==> src/hw/rtl/tdfsm_pkg.sv <==
// Package for the table-driven state machine.
// Holds the table sizes, command codes, register indexes and the row type.
// No dependencies.
package tdfsm_pkg;

   localparam int STATES_MAX = 16;
   localparam int STATE_W    = $clog2(STATES_MAX);
   localparam int COUNT_W    = STATE_W + 1;
   localparam int BYTE_W     = 8;
   localparam int CSR_IDX_W  = 1;
   localparam int CSR_DATA_W = 8;
   localparam int REQ_DATA_W = 2 * STATE_W + 2 * BYTE_W;
   localparam int REQ_USER_W = 2;
   localparam int RSP_DATA_W = 16;

   localparam logic [BYTE_W-1:0]  NO_TRANSITION = 8'hFF;
   localparam logic [COUNT_W-1:0] COUNT_MIN     = COUNT_W'(2);
   localparam logic [COUNT_W-1:0] COUNT_MAX     = COUNT_W'(STATES_MAX);

   typedef enum logic [REQ_USER_W-1:0] {
      CMD_TICK    = 2'd0,
      CMD_WR_COND = 2'd1,
      CMD_WR_OUT  = 2'd2,
      CMD_NONE    = 2'd3
   } cmd_type;

   typedef enum logic [CSR_IDX_W-1:0] {
      CSR_STATE_COUNT = 1'd0,
      CSR_INPUT_MASK  = 1'd1
   } csr_idx_type;

   typedef logic [STATES_MAX-1:0][BYTE_W-1:0] row_type;

endpackage

==> src/hw/rtl/table_driven_fsm.sv <==
// Programmable table-driven state machine, top level.
// Uses tdfsm_pkg. The transition table lives in one synchronous row memory.
//
// Usage: items arrive on the req_ channel; req_tuser carries the command
// (tick, condition write, output write) and req_tdata the operands. Every
// item yields one transfer on the rsp_ channel with the present state, its
// output byte and a moved flag. The user must write the state count and
// match mask registers through csr_ only while the block is idle; the block
// itself does not enforce this. Accepting an item registers the read of one
// 16-byte transition row; in the execution state the row is matched (tick) or
// merged and written back (condition write), the state is updated and the
// result register is loaded. The block takes no new item until the previous
// one has executed.
// A stalled receiver holds the result register; one further item is accepted
// only once that result is being taken, so nothing is dropped.
// Reset at once clears the state, the row valid bits (invalid rows read zero),
// the output table and the match mask, and sets the state count to 16.
module table_driven_fsm (
   input  logic                               clock,
   input  logic                               reset,
   input  logic                               req_tvalid,
   output logic                               req_tready,
   // src_state[3:0], dst_state[7:4], entry_value[15:8], in_bits[23:16]
   input  logic [tdfsm_pkg::REQ_DATA_W-1:0]   req_tdata,
   // cmd[1:0]
   input  logic [tdfsm_pkg::REQ_USER_W-1:0]   req_tuser,
   output logic                               rsp_tvalid,
   input  logic                               rsp_tready,
   // cur_state[3:0], out_byte[11:4], moved[12], zero fill[15:13]
   output logic [tdfsm_pkg::RSP_DATA_W-1:0]   rsp_tdata,
   input  logic                               csr_wr_en,
   input  logic [tdfsm_pkg::CSR_IDX_W-1:0]    csr_addr,
   input  logic [tdfsm_pkg::CSR_DATA_W-1:0]   csr_wdata
);
   import tdfsm_pkg::*;

   typedef enum logic [1:0] {
      ST_IDLE = 2'b01,
      ST_EXEC = 2'b10
   } fsm_type;

   fsm_type                st_ff, st_in;
   logic [COUNT_W-1:0]     state_count_ff;
   logic [BYTE_W-1:0]      match_mask_ff;
   logic [STATE_W-1:0]     present_ff, present_in;
   cmd_type                cmd_ff;
   logic [STATE_W-1:0]     src_ff, dst_ff;
   logic [BYTE_W-1:0]      val_ff, bits_ff;
   row_type                trans_mem [STATES_MAX];
   row_type                row_rd_ff;
   logic                   row_vld_rd_ff;
   logic [STATES_MAX-1:0]  row_vld_ff;
   logic [BYTE_W-1:0]      out_tab_ff [STATES_MAX];
   logic                   rsp_valid_ff;
   logic [RSP_DATA_W-1:0]  rsp_data_ff, rsp_data_in;

   logic                   accept;
   logic [STATE_W-1:0]     rd_addr;
   logic [COUNT_W-1:0]     n_eff;
   row_type                row, row_merged;
   logic                   src_ok, dst_ok;
   logic                   wr_row, wr_out, hit, moved;
   logic [STATE_W-1:0]     hit_idx;
   logic [BYTE_W-1:0]      out_byte;

   assign accept     = req_tvalid && req_tready;
   assign req_tready = !reset && (st_ff == ST_IDLE) && (!rsp_valid_ff || rsp_tready);
   assign rd_addr    = (cmd_type'(req_tuser) == CMD_TICK) ? present_ff
                                                          : req_tdata[STATE_W-1:0];

   always_comb begin
      if (state_count_ff < COUNT_MIN) begin
         n_eff = COUNT_MIN;
      end else if (state_count_ff > COUNT_MAX) begin
         n_eff = COUNT_MAX;
      end else begin
         n_eff = state_count_ff;
      end
   end

   assign row    = row_vld_rd_ff ? row_rd_ff : '0;
   assign src_ok = {1'b0, src_ff} < n_eff;
   assign dst_ok = {1'b0, dst_ff} < n_eff;
   assign wr_row = (st_ff == ST_EXEC) && (cmd_ff == CMD_WR_COND) && src_ok && dst_ok;
   assign wr_out = (st_ff == ST_EXEC) && (cmd_ff == CMD_WR_OUT) && src_ok;

   always_comb begin
      row_merged         = row;
      row_merged[dst_ff] = val_ff;
   end

   always_comb begin
      hit     = 1'b0;
      hit_idx = '0;
      for (int t = STATES_MAX - 1; t >= 0; t--) begin
         if ((COUNT_W'(t) < n_eff) && (row[t] != NO_TRANSITION)
             && ((row[t] & match_mask_ff) == (bits_ff & match_mask_ff))) begin
            hit     = 1'b1;
            hit_idx = STATE_W'(t);
         end
      end
   end

   always_comb begin
      st_in      = st_ff;
      present_in = present_ff;
      moved      = 1'b0;
      case (st_ff)
         ST_IDLE: begin
            if (accept) begin
               st_in = ST_EXEC;
            end
         end
         ST_EXEC: begin
            st_in = ST_IDLE;
            if ((cmd_ff == CMD_TICK) && hit) begin
               present_in = hit_idx;
               moved      = (hit_idx != present_ff);
            end
         end
         default: begin
            st_in = ST_IDLE;
         end
      endcase
   end

   always_comb begin
      if (wr_out && (src_ff == present_in)) begin
         out_byte = val_ff;
      end else begin
         out_byte = out_tab_ff[present_in];
      end
      rsp_data_in = {3'b000, moved, out_byte, present_in};
   end

   always_ff @(posedge clock) begin
      if (reset) begin
         st_ff          <= ST_IDLE;
         present_ff     <= '0;
         state_count_ff <= COUNT_MAX;
         match_mask_ff  <= '0;
         row_vld_ff     <= '0;
         rsp_valid_ff   <= 1'b0;
         for (int i = 0; i < STATES_MAX; i++) begin
            out_tab_ff[i] <= '0;
         end
      end else begin
         st_ff      <= st_in;
         present_ff <= present_in;
         if (csr_wr_en) begin
            case (csr_idx_type'(csr_addr))
               CSR_STATE_COUNT: state_count_ff <= csr_wdata[COUNT_W-1:0];
               CSR_INPUT_MASK:  match_mask_ff  <= csr_wdata;
               default:         state_count_ff <= state_count_ff;
            endcase
         end
         if (wr_row) begin
            row_vld_ff[src_ff] <= 1'b1;
         end
         if (wr_out) begin
            out_tab_ff[src_ff] <= val_ff;
         end
         if (st_ff == ST_EXEC) begin
            rsp_valid_ff <= 1'b1;
         end else if (rsp_tready) begin
            rsp_valid_ff <= 1'b0;
         end
      end
   end

   always_ff @(posedge clock) begin
      if (accept) begin
         cmd_ff        <= cmd_type'(req_tuser);
         src_ff        <= req_tdata[STATE_W-1:0];
         dst_ff        <= req_tdata[2*STATE_W-1:STATE_W];
         val_ff        <= req_tdata[2*STATE_W+BYTE_W-1:2*STATE_W];
         bits_ff       <= req_tdata[2*STATE_W+2*BYTE_W-1:2*STATE_W+BYTE_W];
         row_rd_ff     <= trans_mem[rd_addr];
         row_vld_rd_ff <= row_vld_ff[rd_addr];
      end
      if (wr_row) begin
         trans_mem[src_ff] <= row_merged;
      end
      if (st_ff == ST_EXEC) begin
         rsp_data_ff <= rsp_data_in;
      end
   end

   assign rsp_tvalid = rsp_valid_ff;
   assign rsp_tdata  = rsp_data_ff;

`ifndef SYNTH
   a_accept_exec: assert property (@(posedge clock) disable iff (reset)
      accept |=> (st_ff == ST_EXEC))
      else $error("accepted item did not enter execution");

   a_exec_result: assert property (@(posedge clock) disable iff (reset)
      (st_ff == ST_EXEC) |=> rsp_valid_ff)
      else $error("execution did not load a result");

   a_exec_room: assert property (@(posedge clock) disable iff (reset)
      (st_ff == ST_EXEC) |-> !rsp_valid_ff)
      else $error("result register still occupied at execution");

   a_write_no_move: assert property (@(posedge clock) disable iff (reset)
      ((st_ff == ST_EXEC) && (cmd_ff != CMD_TICK)) |=> !rsp_data_ff[12])
      else $error("non-tick item reported a move");

   a_state_hold: assert property (@(posedge clock) disable iff (reset)
      (st_ff != ST_EXEC) |=> $stable(present_ff))
      else $error("state changed outside execution");
`endif

endmodule

==> config.mk <==
export PLATFORM = sky130hd
export DESIGN_NAME = table_driven_fsm
export DESIGN_NICKNAME = d
export VERILOG_FILES = /design/src/hw/rtl/tdfsm_pkg.sv /design/src/hw/rtl/table_driven_fsm.sv
export SDC_FILE = /design/constraint.sdc
export NUM_CORES = 2
export LEC_CHECK = 0
export BUFFER_PORTS_ARGS = -buffer_cell sky130_fd_sc_hd__buf_4
export CORE_MARGIN = 3
export CORE_UTILIZATION = 35
export DETAILED_ROUTE_END_ITERATION = 7
export PLACE_DENSITY = 0.46
export SLEW_MARGIN = 25
export SYNTH_ARGS = -nofsm -noshare
export SYNTH_HDL_FRONTEND = slang
export SYNTH_SLANG_ARGS = --single-unit
==> constraint.sdc <==
create_clock -name clock -period 18.8 [get_ports clock]
set_input_delay 3.76 -clock clock [delete_from_list [all_inputs] [get_ports clock]]
set_output_delay 3.76 -clock clock [all_outputs]
set_load 0.05 [all_outputs]
==> results.toml <==
[status]
outcome = "complete, no violations"

[sta]
finalCritPeriodShare_pct = 44.4
rsz0062_at_grt = "false"
tightest_slew_ns = 1.16
finalMaxSlewViolations = 0
finalWorstSetupSlack_ns = 10.46
max_freq_ghz = 0.120
fin_crit_ns = 8.34
finClkSkew_ns = 0.0471
max_slew_margin_pct = 21.6
hold_violations = 0
setup_viol = 0
totalNegativeSetupSlack_ns = 0

[synth]
seq_area_frac_synth_pct = 74.9
synthCells = 5111
syn_area_um2 = 95000
synth_seq_cells = 2380
synth_ff_type = "edfxtp_1"
synth_edf_count = 2344
ys_types = 65
async_reset_ff_share_pct = 0
avgSynthCellArea_um2 = 18.6
synth_warnings = 0

[floorplan]
row_count = 190
start_util_pct = 35.3
die_y_um = 527
core_um2 = 269000
die_area_um2 = 278000
die_w_um = 527
pin_count = 58

[drt]
via_per_inst = 5.49
ant_nets = 0
wl_per_cell_um = 30.9
drtIter0Drc = 4972
num_vias = 49953
routed_wl_um = 281000
drc = 0
firstDrtPassIters = 6

[cells_and_area]
drive_above_1_share_pct = 22.6
nNetsFinal = 5397
area_growth_pct = 15.0

[pwr]
power_frac_clock_pct = 43.5
power.leakage_uw = 0.0355
power_frac_seq_pct = 50.9
p_int_uw = 9080
power_density_nw_per_um2 = 106
p_switching_uw = 2530
combPwrFrac_pct = 5.5
peakVddDrop_mv = 0.0781
p_sw_share_pct = 21.8

[cts]
cts_hold_buf = 0
htree_levels = 5
tritoncts = "yes"
clock_latency_ns = 0.92
cts.sink_count = 2380
cts_resized = 0
clkTransAtPathRegs_ns = 0.06
clockBufferDepth = 4
cts_root_buf = "clkbuf_16"
post_cts_buffers = 0
cts_inserted_buffers = 281

[job]
cap_viol_max_count = 0

[grt]
grt_usage_pct = 20.1
grt_overflow = 0
grt_pass1_wl_um = 399000
grt_pass1_vias = 51252
grt_max_degree = 138
antenna_found_initial = 5

[placed_design]
dp_hpwl_um = 145000
routabilityCongestion = 0.825
portBuffers = 54
dp_slack_ns = 9.76

[setup_path]
cp-start-kind = "primary input"
arrival_ns = 4.58
crit_path_frequent_cell = "buf_4"
endpoint_kind = "output port"
worstPathMaxFanout = 2
cp_cell_sequence = "buf_4 -> nor4b_1 -> buf_4"
crit_path_top_delay_cell = "nor4b_1"
slowest_delay_ns = 0.41
criticalPathCategory = "in2out"
crit_required_ns = 15.04

[min_path]
holdCritPathClass = "reg2reg"
==> path summary, 6_finish.rpt <==
path | startpoint | endpoint | slack (ns) | depth (start not counted)
setup / recovery | reset | req_tready | 10.46 | 3
hold / removal | row_vld_ff[1] | row_vld_ff[1] | 0.46 | 2
setup reg to reg | state_count_ff[4] | trans_mem[0][101] | 10.85 | 14
hold reg to reg | row_vld_ff[1] | row_vld_ff[1] | 0.46 | 2
==> per-layer routing <==
metal	global-route usage [%]	up-vias	share of wire, %
met5	0	-	0
met4	5.24	0	2.3
met3	3.04	372	5.4
met2	32.2	1528	47
met1	28.7	27049	45
li1	-	21004	-
==> critical path: cells and delay by family <==
family / cells / cell delay [ns]
and+or+nand+nor: 1 / 0.41
buffers and inverters: 2 / 0.41
==> cells in the mapped netlist, types with 5 or more instances <==
cell type,count,share of area [%]
nand4_1,26,0.17
a211oi_1,129,1.0
o21ai_0,164,0.86
nor3_1,27,0.14
buf_2,28,0.15
nor4_2,8,0.11
nand3_1,26,0.14
o22ai_1,33,0.22
inv_1,16,0.063
o211ai_1,5,0.040
and3b_1,25,0.23
a22o_1,9,0.083
dfxtp_1,36,0.76
a31oi_1,132,0.87
or3_1,5,0.033
nor2_1,120,0.47
edfxtp_1,2344,74
xnor2_1,48,0.44
mux4_2,516,12
o2111ai_1,8,0.074
xor2_1,9,0.083
buf_4,19,0.15
a221oi_1,5,0.046
buf_1,83,0.33
nand2_1,554,2.2
o31ai_1,5,0.040
a22oi_1,8,0.063
nor2b_1,13,0.086
mux2i_1,110,1.2
or2_2,18,0.12
a21oi_1,31,0.16
nand2b_1,16,0.11
clkbuf_1,180,0.71
and2_1,268,1.8
ha_1,6,0.079
a21boi_0,21,0.17
==> final cells by class <==
cell class	instances	area (um2)
diodes	6	15.0
inverters	17	71.3
flip-flops and latches	2380	71100
clock buffers	346	7400
well taps	3552	4440
fillers	24027	160000
multi-input cells	2401	22900
clock inverters	125	962
repair buffers	270	2290
==> metrics by stage <==
step / cell area (um2) / util [%] / cells / hold slack, ns / total power [uW]
global route: 109000 / 40.6 / 9092 / 0.490 / 12000
CTS: 109000 / 40.5 / 9090 / 0.470 / 11700
detailed placement: 101000 / 37.4 / 8619 / 0.457 / 6670
global placement: 101000 / 37.4 / 8619 / 0.444 / 6660
finish: 109000 / 40.6 / 9097 / 0.465 / 11600
floorplan: 95000 / - / 5113 / 0.435 / 6410
==> flip-flops by register name, indices dropped and copies added (netlist names), 5 cells and up <==
name and cells:
bits_ff 8, match_mask_ff 8, row_vld_ff 16, state_count_ff 5, row_rd_ff 128, val_ff 8
trans_mem 2048, out_tab_ff 128, rsp_tdata 13
==> cells by family (layout without fill, tap and decap cells) <==
family          Yosys count  count (layout)  synth area share [%]
xor+xnor                 57              57                 0.526
simple gates           1129            1129                  5.75
other cells               1               9               0.00395
buf+inv                 332             758                  1.45
mux                     631             631                  13.5
fa+ha+maj                 6               6                0.0790
compound gates          575             575                  3.86
flops                  2380            2380                  74.9
==> power by group through the flow <==
| stage | sequential [uW] | combinational [uW] | clock (uW) |
|---|---|---|---|
| finish | 5910 | 643 | 5050 |
| global route | 5910 | 694 | 5400 |
| CTS | 5910 | 651 | 5190 |
| detailed placement | 6020 | 650 | 0 |
| global placement | 6020 | 644 | 0 |
| floorplan | 6000 | 407 | 0 |
==> placed cells by master (no fill, tap or decap), drive strengths merged, types with 6 or more instances in the layout <==
cell / instances
a211oi: 129
a21boi: 25
a21oi: 31
a22o: 9
a22oi: 8
a31oi: 132
and2: 268
and3b: 25
buf: 270
bufinv: 14
clkbuf: 346
clkinv: 104
dfxtp: 36
diode: 6
edfxtp: 2344
ha: 6
inv: 20
mux2i: 110
mux4: 516
nand2: 554
nand2b: 16
nand3: 26
nand4: 26
nor2: 120
nor2b: 13
nor3: 27
nor4: 12
o2111ai: 8
o21ai: 167
o22ai: 33
or2: 19
xnor2: 48
xor2: 9
(Power assumes the default switching activity.)
